===== src/rtl/scmc_pkg.sv =====
package scmc_pkg;

  // Character codes used by the line parser
  localparam logic [7:0] CH_F     = 8'h66;
  localparam logic [7:0] CH_B     = 8'h62;
  localparam logic [7:0] CH_S     = 8'h73;
  localparam logic [7:0] CH_CR    = 8'h0D;
  localparam logic [7:0] CH_LF    = 8'h0A;
  localparam logic [7:0] CH_COMMA = 8'h2C;
  localparam logic [7:0] CH_NUL   = 8'h00;
  localparam logic [7:0] CH_ZERO  = 8'h30;
  localparam logic [7:0] CH_NINE  = 8'h39;

  // Command values
  localparam logic [7:0]  SPEED_DEFAULT = 8'd255;
  localparam logic [8:0]  SPEED_MAX     = 9'd255;
  localparam logic [8:0]  SPEED_SAT     = 9'd256;
  localparam logic [30:0] TICKS_SAT     = 31'h7FFF_FFFF;

  // Bridge pin codes, bit 0 drives A, bit 1 drives B
  localparam logic [1:0] PINS_OFF  = 2'b00;
  localparam logic [1:0] PINS_FWD  = 2'b01;
  localparam logic [1:0] PINS_BACK = 2'b10;

  // Configuration register map
  localparam int unsigned CFG_IDX_W = 2;
  localparam int unsigned CFG_DAT_W = 16;
  localparam logic [CFG_IDX_W-1:0] REG_SLOW_DOWN = 2'd0;
  localparam logic [CFG_IDX_W-1:0] REG_NEAR_WIN  = 2'd1;
  localparam logic [CFG_IDX_W-1:0] REG_FAR_WIN   = 2'd2;
  localparam logic [15:0] NEAR_WIN_RST = 16'd50;
  localparam logic [15:0] FAR_WIN_RST  = 16'd100;

  // Four fifths by reciprocal: (p * 4 * 205) >> 10, exact for p below 256
  localparam logic [17:0] FOUR_FIFTHS_MUL = 18'd820;

  // Event queue between parser and motor
  localparam int unsigned QDEPTH = 4;
  localparam int unsigned QPTR_W = 2;

  typedef enum logic [2:0] {
    EV_NONE,
    EV_TICK,
    EV_GO,
    EV_STOP,
    EV_UNKNOWN
  } ev_kind_t;

  typedef struct packed {
    ev_kind_t    kind;
    logic [1:0]  pins;
    logic [7:0]  speed;
    logic [30:0] ticks;
  } ev_t;

endpackage


===== src/rtl/serial_command_motor_controller.sv =====
// Serial command motor controller.
// Input channel (in_valid/in_ready): one beat per received serial byte
// (in_mode = 0, in_rx_byte) or per encoder tick (in_mode = 1). Bytes form
// lines ended by CR: a direction letter f, b or s, an optional decimal speed
// and an optional comma with a tick count.
// Result channel (out_valid/out_ready): exactly one beat per input beat, in
// order, carrying the bridge pins, PWM duty, moving flag and the per-beat
// flags target_reached, command_done and command_unknown.
// Config channel (cfg_valid/cfg_ready, always ready): index 0 slowdown
// enable, 1 near window, 2 far window; write only while the block is idle.
// Each accepted beat passes through the event queue into the result register.
// Throughput: one beat per cycle unless stalled; the parser classifies each
// byte combinationally and the motor unit applies one queued event per cycle.
// Stall: the result register holds while out_ready is low; the four-entry
// event queue then fills and in_ready drops once it is full.
// Reset: synchronous active low; motor stopped, duty and counters zero,
// windows 50 and 100, slowdown off, queue and result register empty.
module serial_command_motor_controller
  import scmc_pkg::*;
#(
  parameter int unsigned LINE_LIMIT = 201,
  parameter int unsigned TICK_WIDTH = 32
) (
  input  logic                 clk,
  input  logic                 rst_n,
  input  logic                 in_valid,
  output logic                 in_ready,
  input  logic                 in_mode,
  input  logic [7:0]           in_rx_byte,
  output logic                 out_valid,
  input  logic                 out_ready,
  output logic                 out_drive_a,
  output logic                 out_drive_b,
  output logic [7:0]           out_duty,
  output logic                 out_moving,
  output logic                 out_target_reached,
  output logic                 out_command_done,
  output logic                 out_command_unknown,
  input  logic                 cfg_valid,
  output logic                 cfg_ready,
  input  logic [CFG_IDX_W-1:0] cfg_index,
  input  logic [CFG_DAT_W-1:0] cfg_data
);

  logic accept;
  logic q_full, q_empty, q_pop;
  ev_t  push_ev, head_ev;

  assign in_ready  = !q_full;
  assign accept    = in_valid && in_ready;
  assign cfg_ready = 1'b1;

  scmc_parser #(
    .LINE_LIMIT(LINE_LIMIT)
  ) u_parser (
    .clk     (clk),
    .rst_n   (rst_n),
    .accept  (accept),
    .mode    (in_mode),
    .rx_byte (in_rx_byte),
    .ev      (push_ev)
  );

  scmc_queue u_queue (
    .clk     (clk),
    .rst_n   (rst_n),
    .push    (accept),
    .push_ev (push_ev),
    .full    (q_full),
    .pop     (q_pop),
    .empty   (q_empty),
    .head_ev (head_ev)
  );

  scmc_motor #(
    .TICK_WIDTH(TICK_WIDTH)
  ) u_motor (
    .clk                 (clk),
    .rst_n               (rst_n),
    .cfg_we              (cfg_valid && cfg_ready),
    .cfg_index           (cfg_index),
    .cfg_data            (cfg_data),
    .ev_avail            (!q_empty),
    .ev                  (head_ev),
    .ev_pop              (q_pop),
    .out_valid           (out_valid),
    .out_ready           (out_ready),
    .out_drive_a         (out_drive_a),
    .out_drive_b         (out_drive_b),
    .out_duty            (out_duty),
    .out_moving          (out_moving),
    .out_target_reached  (out_target_reached),
    .out_command_done    (out_command_done),
    .out_command_unknown (out_command_unknown)
  );

endmodule


===== src/rtl/scmc_parser.sv =====
module scmc_parser
  import scmc_pkg::*;
#(
  parameter int unsigned LINE_LIMIT = 201
) (
  input  logic       clk,
  input  logic       rst_n,
  input  logic       accept,
  input  logic       mode,
  input  logic [7:0] rx_byte,
  output ev_t        ev
);

  localparam int unsigned LEN_W = $clog2(LINE_LIMIT + 1);

  typedef enum logic [6:0] {
    PH_DIR       = 7'b0000001,
    PH_AFTER_DIR = 7'b0000010,
    PH_SPEED     = 7'b0000100,
    PH_TICKS     = 7'b0001000,
    PH_END_SPEED = 7'b0010000,
    PH_END_DIR   = 7'b0100000,
    PH_END_EMPTY = 7'b1000000
  } phase_t;

  phase_t            phase_r, phase_nxt;
  logic [LEN_W-1:0]  len_r, len_nxt;
  logic [7:0]        letter_r, letter_nxt;
  logic [8:0]        speed_r, speed_nxt;
  logic [30:0]       ticks_r, ticks_nxt;
  logic              bad_r, bad_nxt;

  logic              is_digit;
  logic [3:0]        digit;
  logic [11:0]       speed_mac;
  logic [34:0]       ticks_mac;
  logic [7:0]        dir;
  logic [8:0]        spd;
  logic [30:0]       tks;

  assign is_digit  = (rx_byte >= CH_ZERO) && (rx_byte <= CH_NINE);
  assign digit     = rx_byte[3:0];
  assign speed_mac = (12'(speed_r) << 3) + (12'(speed_r) << 1) + 12'(digit);
  assign ticks_mac = (35'(ticks_r) << 3) + (35'(ticks_r) << 1) + 35'(digit);

  // Resolve the finished line into a command
  always_comb begin
    dir = letter_r;
    spd = 9'(SPEED_DEFAULT);
    tks = '0;
    case (phase_r)
      PH_DIR, PH_END_EMPTY: dir = CH_NUL;
      PH_SPEED, PH_TICKS, PH_END_SPEED: begin
        spd = speed_r;
        tks = ticks_r;
        if (bad_r || (speed_r == 9'd0) || (speed_r > SPEED_MAX)) begin
          dir = CH_S;
        end
      end
      default: ;
    endcase
  end

  // Classify the beat and advance the line state
  always_comb begin
    phase_nxt  = phase_r;
    len_nxt    = len_r;
    letter_nxt = letter_r;
    speed_nxt  = speed_r;
    ticks_nxt  = ticks_r;
    bad_nxt    = bad_r;
    ev.kind    = EV_NONE;
    ev.pins    = PINS_OFF;
    ev.speed   = spd[7:0];
    ev.ticks   = tks;
    if (mode) begin
      ev.kind = EV_TICK;
    end else if (rx_byte == CH_CR) begin
      case (dir)
        CH_F: begin
          ev.kind = EV_GO;
          ev.pins = PINS_FWD;
        end
        CH_B: begin
          ev.kind = EV_GO;
          ev.pins = PINS_BACK;
        end
        CH_S:    ev.kind = EV_STOP;
        default: ev.kind = EV_UNKNOWN;
      endcase
      phase_nxt  = PH_DIR;
      len_nxt    = '0;
      letter_nxt = CH_NUL;
      speed_nxt  = '0;
      ticks_nxt  = '0;
      bad_nxt    = 1'b0;
    end else if ((rx_byte != CH_LF) && (len_r < LEN_W'(LINE_LIMIT))) begin
      len_nxt = len_r + 1'b1;
      case (phase_r)
        PH_DIR: begin
          if (rx_byte == CH_NUL) begin
            phase_nxt = PH_END_EMPTY;
          end else begin
            letter_nxt = rx_byte;
            phase_nxt  = PH_AFTER_DIR;
          end
        end
        PH_AFTER_DIR, PH_SPEED: begin
          if ((rx_byte == CH_NUL) && (phase_r == PH_AFTER_DIR)) begin
            phase_nxt = PH_END_DIR;
          end else if (is_digit) begin
            if (!bad_r) begin
              if (speed_mac > 12'(SPEED_MAX)) begin
                bad_nxt   = 1'b1;
                speed_nxt = SPEED_SAT;
              end else begin
                speed_nxt = speed_mac[8:0];
              end
            end
            phase_nxt = PH_SPEED;
          end else if ((rx_byte == CH_COMMA) && (phase_r == PH_SPEED)) begin
            phase_nxt = PH_TICKS;
          end else begin
            phase_nxt = PH_END_SPEED;
          end
        end
        PH_TICKS: begin
          if (is_digit) begin
            ticks_nxt = (ticks_mac > 35'(TICKS_SAT)) ? TICKS_SAT : ticks_mac[30:0];
          end else begin
            phase_nxt = PH_END_SPEED;
          end
        end
        default: ;
      endcase
    end
  end

  // Hold line state between beats
  always_ff @(posedge clk) begin
    if (!rst_n) begin
      phase_r  <= PH_DIR;
      len_r    <= '0;
      letter_r <= CH_NUL;
      speed_r  <= '0;
      ticks_r  <= '0;
      bad_r    <= 1'b0;
    end else if (accept) begin
      phase_r  <= phase_nxt;
      len_r    <= len_nxt;
      letter_r <= letter_nxt;
      speed_r  <= speed_nxt;
      ticks_r  <= ticks_nxt;
      bad_r    <= bad_nxt;
    end
  end

  a_len_bound: assert property (@(posedge clk) disable iff (!rst_n)
    len_r <= LEN_W'(LINE_LIMIT))
    else $error("line length beyond limit");

  a_cr_clears: assert property (@(posedge clk) disable iff (!rst_n)
    (accept && !mode && (rx_byte == CH_CR)) |=> (phase_r == PH_DIR) && (len_r == '0))
    else $error("line state not cleared after CR");

  a_bad_sat: assert property (@(posedge clk) disable iff (!rst_n)
    bad_r |-> (speed_r == SPEED_SAT))
    else $error("bad speed not saturated");

endmodule


===== src/rtl/scmc_queue.sv =====
module scmc_queue
  import scmc_pkg::*;
(
  input  logic clk,
  input  logic rst_n,
  input  logic push,
  input  ev_t  push_ev,
  output logic full,
  input  logic pop,
  output logic empty,
  output ev_t  head_ev
);

  ev_t               mem_r [QDEPTH];
  logic [QPTR_W-1:0] wr_r, rd_r;
  logic [QPTR_W:0]   cnt_r, cnt_nxt;

  assign full    = (cnt_r == (QPTR_W + 1)'(QDEPTH));
  assign empty   = (cnt_r == '0);
  assign head_ev = mem_r[rd_r];

  always_comb begin
    cnt_nxt = cnt_r;
    case ({push, pop})
      2'b10:   cnt_nxt = cnt_r + 1'b1;
      2'b01:   cnt_nxt = cnt_r - 1'b1;
      default: ;
    endcase
  end

  // Store the event beat
  always_ff @(posedge clk) begin
    if (push) begin
      mem_r[wr_r] <= push_ev;
    end
  end

  // Advance pointers
  always_ff @(posedge clk) begin
    if (!rst_n) begin
      wr_r  <= '0;
      rd_r  <= '0;
      cnt_r <= '0;
    end else begin
      if (push) wr_r <= wr_r + 1'b1;
      if (pop)  rd_r <= rd_r + 1'b1;
      cnt_r <= cnt_nxt;
    end
  end

  a_no_overflow: assert property (@(posedge clk) disable iff (!rst_n)
    !(push && full))
    else $error("push into full queue");

  a_no_underflow: assert property (@(posedge clk) disable iff (!rst_n)
    !(pop && empty))
    else $error("pop from empty queue");

  a_ptr_gap: assert property (@(posedge clk) disable iff (!rst_n)
    (QPTR_W)'(wr_r - rd_r) == cnt_r[QPTR_W-1:0])
    else $error("queue pointers disagree with count");

endmodule


===== src/rtl/scmc_motor.sv =====
module scmc_motor
  import scmc_pkg::*;
#(
  parameter int unsigned TICK_WIDTH = 32
) (
  input  logic                 clk,
  input  logic                 rst_n,
  input  logic                 cfg_we,
  input  logic [CFG_IDX_W-1:0] cfg_index,
  input  logic [CFG_DAT_W-1:0] cfg_data,
  input  logic                 ev_avail,
  input  ev_t                  ev,
  output logic                 ev_pop,
  output logic                 out_valid,
  input  logic                 out_ready,
  output logic                 out_drive_a,
  output logic                 out_drive_b,
  output logic [7:0]           out_duty,
  output logic                 out_moving,
  output logic                 out_target_reached,
  output logic                 out_command_done,
  output logic                 out_command_unknown
);

  localparam int unsigned SUMW = ((TICK_WIDTH > 31) ? TICK_WIDTH : 31) + 1;
  localparam int unsigned WINW = TICK_WIDTH + 1;
  localparam logic [TICK_WIDTH-1:0] TICK_MAX = '1;

  logic                  slow_r;
  logic [15:0]           near_r, far_r;
  logic [TICK_WIDTH-1:0] count_r, count_nxt;
  logic [TICK_WIDTH-1:0] target_r, target_nxt;
  logic [7:0]            power_r, power_nxt;
  logic [7:0]            duty_r, duty_nxt;
  logic [1:0]            pins_r, pins_nxt;
  logic                  moving_r, moving_nxt;
  logic                  reached, done, unknown;

  logic                  out_valid_r;
  logic [1:0]            out_pins_r;
  logic [7:0]            out_duty_r;
  logic                  out_moving_r, out_reached_r, out_done_r, out_unknown_r;

  logic [TICK_WIDTH-1:0] cnt_inc;
  logic [SUMW-1:0]       go_sum;
  logic [WINW-1:0]       near_sum, far_sum;
  logic [17:0]           p45_full;
  logic [7:0]            slow_val;

  assign ev_pop   = ev_avail && (!out_valid_r || out_ready);
  assign cnt_inc  = (count_r == TICK_MAX) ? count_r : count_r + 1'b1;
  assign go_sum   = SUMW'(count_r) + SUMW'(ev.ticks);
  assign near_sum = WINW'(cnt_inc) + WINW'(near_r);
  assign far_sum  = WINW'(cnt_inc) + WINW'(far_r);
  assign p45_full = 18'(power_r) * FOUR_FIFTHS_MUL;

  // Pick the reduced duty for the window the count sits in
  always_comb begin
    slow_val = '0;
    if (near_sum > WINW'(target_r)) begin
      slow_val = power_r >> 1;
    end else if (far_sum > WINW'(target_r)) begin
      slow_val = p45_full[17:10];
    end
  end

  // Carry out the event at the head of the queue
  always_comb begin
    count_nxt  = count_r;
    target_nxt = target_r;
    power_nxt  = power_r;
    duty_nxt   = duty_r;
    pins_nxt   = pins_r;
    moving_nxt = moving_r;
    reached    = 1'b0;
    done       = 1'b0;
    unknown    = 1'b0;
    case (ev.kind)
      EV_TICK: begin
        count_nxt = cnt_inc;
        if (target_r != '0) begin
          if (cnt_inc > target_r) begin
            moving_nxt = 1'b0;
            target_nxt = '0;
            pins_nxt   = PINS_OFF;
            reached    = 1'b1;
          end else if (slow_r && (slow_val != '0)) begin
            duty_nxt = slow_val;
          end
        end
      end
      EV_GO: begin
        power_nxt  = ev.speed;
        duty_nxt   = ev.speed;
        moving_nxt = 1'b1;
        pins_nxt   = ev.pins;
        done       = 1'b1;
        if (ev.ticks == '0) begin
          target_nxt = '0;
        end else if (go_sum > SUMW'(TICK_MAX)) begin
          target_nxt = TICK_MAX;
        end else begin
          target_nxt = go_sum[TICK_WIDTH-1:0];
        end
      end
      EV_STOP: begin
        moving_nxt = 1'b0;
        target_nxt = '0;
        pins_nxt   = PINS_OFF;
        done       = 1'b1;
      end
      EV_UNKNOWN: unknown = 1'b1;
      default: ;
    endcase
  end

  // Take configuration writes
  always_ff @(posedge clk) begin
    if (!rst_n) begin
      slow_r <= 1'b0;
      near_r <= NEAR_WIN_RST;
      far_r  <= FAR_WIN_RST;
    end else if (cfg_we) begin
      case (cfg_index)
        REG_SLOW_DOWN: slow_r <= cfg_data[0];
        REG_NEAR_WIN:  near_r <= cfg_data;
        REG_FAR_WIN:   far_r  <= cfg_data;
        default: ;
      endcase
    end
  end

  // Update motor state on each popped beat
  always_ff @(posedge clk) begin
    if (!rst_n) begin
      count_r  <= '0;
      target_r <= '0;
      power_r  <= '0;
      duty_r   <= '0;
      pins_r   <= PINS_OFF;
      moving_r <= 1'b0;
    end else if (ev_pop) begin
      count_r  <= count_nxt;
      target_r <= target_nxt;
      power_r  <= power_nxt;
      duty_r   <= duty_nxt;
      pins_r   <= pins_nxt;
      moving_r <= moving_nxt;
    end
  end

  // Hold the result beat until taken
  always_ff @(posedge clk) begin
    if (!rst_n) begin
      out_valid_r <= 1'b0;
    end else if (ev_pop) begin
      out_valid_r <= 1'b1;
    end else if (out_ready) begin
      out_valid_r <= 1'b0;
    end
  end

  always_ff @(posedge clk) begin
    if (ev_pop) begin
      out_pins_r    <= pins_nxt;
      out_duty_r    <= duty_nxt;
      out_moving_r  <= moving_nxt;
      out_reached_r <= reached;
      out_done_r    <= done;
      out_unknown_r <= unknown;
    end
  end

  assign out_valid           = out_valid_r;
  assign out_drive_a         = out_pins_r[0];
  assign out_drive_b         = out_pins_r[1];
  assign out_duty            = out_duty_r;
  assign out_moving          = out_moving_r;
  assign out_target_reached  = out_reached_r;
  assign out_command_done    = out_done_r;
  assign out_command_unknown = out_unknown_r;

  a_flags_excl: assert property (@(posedge clk) disable iff (!rst_n)
    out_valid_r |-> $onehot0({out_reached_r, out_done_r, out_unknown_r}))
    else $error("more than one result flag set");

  a_pins_moving: assert property (@(posedge clk) disable iff (!rst_n)
    moving_r ? $onehot(pins_r) : (pins_r == PINS_OFF))
    else $error("bridge pins disagree with moving flag");

  a_target_moving: assert property (@(posedge clk) disable iff (!rst_n)
    (target_r != '0) |-> moving_r)
    else $error("target held while stopped");

  a_reached_stops: assert property (@(posedge clk) disable iff (!rst_n)
    (out_valid_r && out_reached_r) |-> (!out_moving_r && (out_pins_r == PINS_OFF)))
    else $error("target reached but motor still driven");

endmodule


===== config.mk =====
export PLATFORM = sky130hd
export DESIGN_NAME = serial_command_motor_controller
export DESIGN_NICKNAME = d
export VERILOG_FILES = /design/src/rtl/scmc_pkg.sv /design/src/rtl/serial_command_motor_controller.sv /design/src/rtl/scmc_parser.sv /design/src/rtl/scmc_queue.sv /design/src/rtl/scmc_motor.sv
export SDC_FILE = /design/constraint.sdc
export NUM_CORES = 1
export LEC_CHECK = 0
export BUFFER_PORTS_ARGS = -buffer_cell sky130_fd_sc_hd__buf_2
export CORE_MARGIN = 2
export CORE_UTILIZATION = 35
export DETAILED_ROUTE_END_ITERATION = 16
export SLEW_MARGIN = 25
export SYNTH_ARGS = -nofsm -noshare
export SYNTH_HDL_FRONTEND = slang
export SYNTH_HIERARCHICAL = 1
export SYNTH_SLANG_ARGS = --single-unit

===== constraint.sdc =====
create_clock -name clk -period 7.5 [get_ports clk]
set_input_delay 0.375 -clock clk [delete_from_list [all_inputs] [get_ports clk]]
set_output_delay 0.375 -clock clk [all_outputs]
set_load 0.01 [all_outputs]

Word level (Yosys, flattened, before mapping) --
Memory sizes are Yosys's and may differ from the RTL's. A register that Yosys moved wholly into a read port is not among the register bits. Cells that the tools add are included.
Cells by class: bitwise logic cells 1, $mul 1, muxes and demuxes 70, eq/ne operators 28, $lt $le $gt $ge 10, $add $sub $neg 13, reductions and logical operators 47
Operator list (number):
- 31-bit 2-to-1 mux | 6
- 32-bit 2-to-1 mux | 5
- 8-bit 2-to-1 mux | 13
- 32-bit one-hot mux with 3 select lines | 1
- 32-bit by 16-bit adder with 33-bit output | 2
- 33-bit by 32-bit > comparator with 1-bit output | 2
- 9-bit 2-to-1 mux | 7
- 7-bit 2-to-1 mux | 6
- 34-bit by 32-bit adder with 35-bit output | 1
- 35-bit by 4-bit adder with 35-bit output | 1
- 35-bit by 31-bit > comparator with 1-bit output (second input constant) | 1
- 32-bit by 31-bit adder with 33-bit output | 1
- 33-bit by 32-bit > comparator with 1-bit output (second input constant) | 1
- 32-bit by 1-bit adder with 32-bit output (second input constant) | 1
- 32-bit equality test (second input constant) | 1
- 32-bit > comparator | 1
- 8-bit one-hot mux with 2 select lines | 2
- 32-bit nonzero test | 1
- 31-bit zero test | 1
- 8-bit by 7-bit equality test with 1-bit output (second input constant) | 3
- 7-bit one-hot mux with 3 select lines | 1
- 8-bit by 8-bit multiplier with 16-bit output (second input constant) | 1
- 1-bit 2-to-1 mux | 16
- 5-bit AND reduction | 3
- other kinds (54) | 92
Word-level totals: output and inout bits 17, flip-flop bits (word level) 202, memories kept 1, logic and storage cells 196, input bits 32, bits in writable memories 176
Memory list:
- u_queue.mem_r | depth 4, width 44, read ports 1, clocked after Yosys merged registers in 1, write ports 1, RTL line scmc_queue.sv:14 | ev_t mem_r [QDEPTH];

Longest topological paths before layout --
depth after elaboration 12, depth in mapped cells 32, mapped depth without buffers 30

Hierarchy --
Netlist, hierarchy kept.
By module, submodules not included:
- scmc_motor | times used 1, cells an instance 1684, area each 13222.7 um^2, seq. area each 2762.6 um^2
- scmc_queue | times used 1, cells an instance 276, area each 6857.8 um^2, seq. area each 5465.2 um^2
- scmc_parser | times used 1, cells an instance 671, area each 5629.1 um^2, seq. area each 1281.2 um^2
- serial_command_motor_controller | times used 1, cells an instance 5, area each 25.0 um^2, seq. area each 0.0 um^2

Worst setup path after synthesis --
OpenSTA, ideal clock, no wires.
kind reg-to-reg, from register u_motor.count_r[0], to register u_motor.out_duty_r[0], in the netlist u_motor/out_duty[0] (data pin), stages on the path, launching flop included 29, setup time 272 ps, data required time 7228 ps, arrival 6008 ps, buffers on the path 3, slack 1220 ps, clock period less this slack 6280 ps, path through dfxtp_1 ha_1 and3_1 nor2b_1 buf_2 nand4_1 buf_2 mux2i_1 inv_1 ha_1 a21o_1 a21oi_1 o21bai_1 or3_1 a211oi_1 nor3_1 o31ai_1 nor2_1 xnor2_1 ha_1 nand4_1 or3_1 nor2_1 a211oi_1 a211oi_1 a41oi_2 buf_2 a211oi_4 o211ai_1
On the way: word-level cells in the longest chain between the ends 12, elaborated cells between the ends (all ways) 16, those cells by class add/sub: 3; order compare: 3; eq/ne: 1; mux: 7; reduce/logical: 2
Ends and longest elaborated chain:
- start: declaration | RTL line scmc_motor.sv:31 | logic [TICK_WIDTH-1:0] count_r, count_nxt;
- start signal: assignment | RTL line scmc_motor.sv:143 | count_r <= count_nxt;
- 32-bit by 1-bit adder with 32-bit output or 32-bit equality test (tied branches) | RTL line scmc_motor.sv:51 | assign cnt_inc = (count_r == TICK_MAX) ? count_r : count_r + 1'b1;
- 32-bit 2-to-1 mux (*) | RTL line scmc_motor.sv:51
- via u_motor.cnt_inc[1] | RTL line scmc_motor.sv:44 | logic [TICK_WIDTH-1:0] cnt_inc;
- 32-bit by 16-bit adder with 33-bit output | RTL line scmc_motor.sv:54 | assign far_sum = WINW'(cnt_inc) + WINW'(far_r);
- 33-bit by 32-bit > comparator with 1-bit output | RTL line scmc_motor.sv:62 | end else if (far_sum > WINW'(target_r)) begin
- 8-bit 2-to-1 mux | RTL line scmc_motor.sv:62
- 8-bit 2-to-1 mux | RTL line scmc_motor.sv:60 | if (near_sum > WINW'(target_r)) begin
- 8-bit nonzero test | RTL line scmc_motor.sv:87 | end else if (slow_r && (slow_val != '0)) begin
- 1-bit logical AND | RTL line scmc_motor.sv:87
- 8-bit 2-to-1 mux | RTL line scmc_motor.sv:87
- 8-bit 2-to-1 mux (*) | RTL line scmc_motor.sv:82 | if (cnt_inc > target_r) begin
- 8-bit 2-to-1 mux (*) | RTL line scmc_motor.sv:81 | if (target_r != '0) begin
- 8-bit one-hot mux with 2 select lines (*) | RTL line scmc_motor.sv:78 | case (ev.kind)
- via u_motor.duty_nxt[0] | RTL line scmc_motor.sv:34 | logic [7:0] duty_r, duty_nxt;
- end signal: assignment | RTL line scmc_motor.sv:166 | out_duty_r <= duty_nxt;
- end: declaration | RTL line scmc_motor.sv:41 | logic [7:0] out_duty_r;
The timed path passes the listed nets; every way through them passes the cells marked *. A chain may end at the register's enable or synchronous reset.

Final worst setup path --
from register u_motor.count_r[0], to register u_motor.out_duty_r[6], in the netlist u_motor/out_duty[6] (data pin)
Same word-level chain as after synthesis.

==> impl.org <==
** Global routing
- Remaining global-route overflow :: 0
- Across every metal layer, demand over resource in global routing totals 17.3%.
- Global-route met2 utilization :: 26.9%
- The first global-routing pass estimated 105 mm of wire.
- Routing layer with the top usage in global route :: met2
- Routing usage on met1 :: 25.2%
- Largest net degree at the start of global routing :: 78
- Vias in the first global route :: 19,000
- The number of antenna violations at the first check in global routing is 2.
- Global routing used 2.30% of the available met3 tracks.

** Floorplanning
- The floorplan step defined a core boundary enclosing 72,800 µm².
- The die covers 75,700 µm².
- The initial utilization of the core area, before any placement, comes to 35.3%.
- Number of cell rows :: 99
- Die width :: 275 µm
- Ports :: 49
- Die Span Y :: 275 µm

** STA
- The smallest clock period supported by the final layout is computed as 6.99 ns.
- After layout, the worst setup slack is 0.513 ns.
- Slew at the pin closest to its max-slew limit :: 1.05 ns
- Final hold violation count :: 0
- For the final routed database, the setup TNS stands at 0 ns.
- Setup-failing EPs final :: 0
- Setup repair after global routing missed its margin :: false
- Total count of max-transition violations in the final report :: 0
- Part of the cycle the worst path needs :: 93.2%
- Setup clock skew after layout :: 0.0161 ns
- Based on the critical path, the design can be clocked at up to 143 MHz.
- Relative slew margins :: 29.8%
- Minimum hold slack :: 0.0276 ns

** Synth
- Counting flops with an async set or reset pin after synthesis yields a share of 0%.
- EDFF count, synth :: 190
- Synthesized net count :: 2,975
- Counting flops and latches in the post-synthesis netlist gives 380.
- After synthesis the cells add up to 25,700 µm².
- Post-Syn Instances :: 2,636
- The most used flip-flop cell after synthesis is edfxtp_1.
- Synth unique cells :: 108
- Sequential area share after synthesis :: 37.0%
- A synthesized cell averages 9.76 µm².
- Yosys printed 6 warnings.

** Finish
- Non-filler instance count after layout :: 3,673
- Share of cells above drive strength 1 :: 10.4%
- Number of nets in the layout :: 3,020
- # fillers :: 7,233
- At the end of the flow the core is filled with cells to 39.2%.
- Compared with the post-synthesis result, the final layout area differs by 11.1%.
- Final Instance Area :: 28,600 µm²

** Clock network
- Clock-pin slew was measured on the worst setup and hold paths at 0.06 ns.
- The H-tree was split into 2 levels.
- Longest Clk Path Bufs :: 3
- The clock reaches the later pin of the worst-skew pair after 0.58 ns.
- In this run, CTS created clock tree buffers numbering 41.
- Clock tree from TritonCTS :: yes
- Total clock sinks :: 380
- CTS placed an instance of clkbuf_16 at the clock tree root.

** Power and ir drop
- Total power draw :: 7.12 mW
- Static Leakage :: 11.7 nW
- Net switching power figure :: 2.54 mW
- In this run, flip-flops and latches consume 36.0% of the power.
- Fraction of power consumed by the clock network :: 30.2%
- The internal portion of the total power is 4.59 mW.
- The share of total power dissipated in combinational logic is 33.8%.
- Dividing total power by cell area gives a power density of 249 nW/µm².
- Net Sw Frac :: 35.6%
- Worst voltage drop across the vdd grid :: 0.000168 V

** Detailed routing
- The detailed router finished its first iteration with 1,330 violations.
- Final routed wire length divided by cell count :: 18.0 µm
- The first detailed-routing pass ran for 5 iterations.
- Using the TritonRoute via totals, the vias-per-cell ratio works out to 5.41.
- The routed layout has 19,900 vias.
- Total wirelength of the detailed-routed design :: 66.0 mm
- Post-route antenna net violation count :: 0
- For this run, design rule violations remaining after detail routing come to 0.

** Placement
- The count of buffers added on input and output ports is 47.
- Timing analysis after detailed placement gives a worst setup slack of 0.369 ns.
- The number of placed instances, taps included, is 3,595.
- Half-perimeter wire length after placement :: 49.7 mm
- Summing all placed instances gives a cell area of 27,100 µm².
- At the end of routability-driven placement, the weighted congestion stood at 0.927.

** Critical path
- At the worst endpoint, the required time is 7.81 ns.
- Arrival time at the worst endpoint :: 7.29 ns
- In this run the worst path has a maximum fanout of 11.
- The slowest stage of the critical path is the or3_1 cell.
- The worst register-to-register path has a setup slack of 0.51 ns.
- In this design, the stage delay of the slowest critical-path cell is 0.41 ns.
- The worst setup path is launched from a flop.
- The worst setup path is captured at a flop.
- Kind of critical path :: flop to flop

** Run
- Count of maximum capacitance violations :: 0

** Hold path
- In this run the worst hold path is classified as input pin to flop.

** Status
- Result of the run :: complete, no violations
[final cells by class]
class | instances | area, µm² | share of cell area [%]
multi-input cells | 2013 | 15300 | 53.4
repair buffers | 96 | 626 | 2.19
clock inverters | 26 | 315 | 1.10
well taps | 959 | 1200 | 4.20
flip-flops and latches | 380 | 9510 | 33.3
inverters | 149 | 559 | 1.96
diodes | 1 | 2.50 | 0.00875
clock buffers | 49 | 1110 | 3.87
[logic make-up (layout without fill, tap and decap cells)]
logic type               count (synthesis)  count (layout)  share of synthesized area [%]
AO/OA/AOI/OAI                          611             611                           15.9
XOR/XNOR                               175             175                           6.03
adder cells (fa/ha/maj)                307             307                           15.5
buffers and inverters                  243             320                           4.04
flip-flops                             380             380                           37.0
multiplexers                            59              59                           4.50
other                                    1               2                         0.0146
AND/OR/NAND/NOR                        860             860                           17.1
[cell usage in the layout (no fill, tap or decap), types with 8 or more instances in the layout]
master and count:
a21boi_0 15, nor2b_1 24, o21bai_1 9, a21oi_1 175, o211ai_1 18, or2_2 8, o21a_1 18, ha_1 288
and4_1 11, a22o_1 11, mux2i_1 14, o21ai_0 125, a21o_1 48, nand2b_1 31, nor4_1 31, edfxtp_1 190
clkbuf_16 42, dfxtp_1 188, and2_1 53, or3_1 24, nor3_1 36, nand4_1 49, buf_4 47, a221o_1 34
nand3_1 55, and3_1 23, inv_1 148, mux4_2 40, xor2_1 62, buf_2 47, a31oi_1 26, nand2_1 278
fa_1 19, o31ai_1 13, nor2_1 173, a211oi_1 30, nand3b_1 9, xnor2_1 109
[metal layers]
layer,vias up,share of wire (%)
li1,9814,-
met1,9500,48
met2,480,44
met3,93,5.4
met4,0,2.3
met5,-,0
[worst paths after layout]
check                                   from                              to  cells after the start
max          u_motor/count_r[0]$_SDFFE_PN0P_   u_motor/out_duty[6]$_DFFE_PP_                     28
min                              cfg_data[6]   u_motor/far_r[6]$_SDFFE_PN1P_                      3
max reg2reg  u_motor/count_r[0]$_SDFFE_PN0P_   u_motor/out_duty[6]$_DFFE_PP_                     28
min reg2reg   u_motor/duty_r[1]$_SDFFE_PN0P_  u_motor/duty_r[1]$_SDFFE_PN0P_                      2
[cell usage after synthesis, types with 5 or more instances]
cell type,instances,share of area [%]
nand4_1,49,1.2
mux4_2,40,3.5
o21a_1,19,0.55
o21bai_1,9,0.26
nor4_1,32,0.78
nand2b_1,31,0.75
o22ai_1,5,0.12
nand3_1,56,1.1
dfxtp_1,190,15
mux2i_1,14,0.54
and4_1,11,0.37
o21ai_1,7,0.14
a21oi_1,175,3.4
a21boi_0,15,0.44
ha_1,288,14
or4_1,5,0.15
a221o_1,34,1.3
a211oi_1,30,0.88
o211ai_1,18,0.53
or3_1,24,0.58
xnor2_1,110,3.7
a211o_1,6,0.20
edfxtp_1,190,22
o2111ai_1,5,0.17
a22o_1,11,0.37
nor2b_1,24,0.58
nand3b_1,9,0.26
o31ai_1,13,0.38
xor2_1,64,2.2
nor3_1,38,0.74
a31oi_1,26,0.63
o22ai_2,7,0.34
a32oi_1,6,0.20
nand2_1,278,4.1
o21ai_0,125,2.4
inv_1,148,2.2
fa_1,19,1.5
buf_2,20,0.39
and3_1,23,0.56
nor2_1,175,2.6
nor4_4,5,0.41
and2_1,57,1.4
clkbuf_1,58,0.85
a21o_1,48,1.4
or2_2,8,0.19
[power groups by stage]
| stage | combinational, mW | sequential (mW) | clock [mW] |
|---|---|---|---|
| floorplan | 1.73 | 2.55 | 0 |
| global placement | 2.38 | 2.61 | 0 |
| detailed placement | 2.39 | 2.61 | 0 |
| CTS | 2.40 | 2.57 | 2.19 |
| global route | 2.66 | 2.59 | 2.28 |
| finish | 2.41 | 2.56 | 2.15 |
[sequential cells by signal (all words and copies together) (netlist names), 2 cells and up, named ones only]
name and flops:
u_queue/cnt_r 3, u_motor/far_r 16, u_motor/count_r 32, u_motor/power_r 8, u_parser/phase_r 7, u_motor/pins_r 2
u_queue/mem_r 176, u_motor/duty_r 8, u_queue/wr_r 2, u_parser/speed_r 9, u_parser/ticks_r 31, u_queue/rd_r 2
u_motor/out_duty 8, u_motor/near_r 16, u_parser/letter_r 8, u_motor/out_pins_r 2, u_parser/len_r 8, u_motor/target_r 32
[critical path: cells and delay by family, from the launching register on]
kind | cells | cell delay (ns)
DFF | 1 | 0.37
AOI/OAI and AO/OA | 9 | 2.10
adders and majority gates | 3 | 0.91
and+or+nand+nor | 11 | 2.16
buffers and inverters | 3 | 0.63
xor gates and xnor gates | 2 | 0.53
[timing repair]
action | CTS | global route
buffers inserted | 0 | 0
endpoints found under the setup margin | 0 | 16
hold endpoints to repair | 1 | 0
hold buffers | 1 | 0
gates resized for setup | 0 | 9
Note: power is estimated with default switching activity, not from simulation.
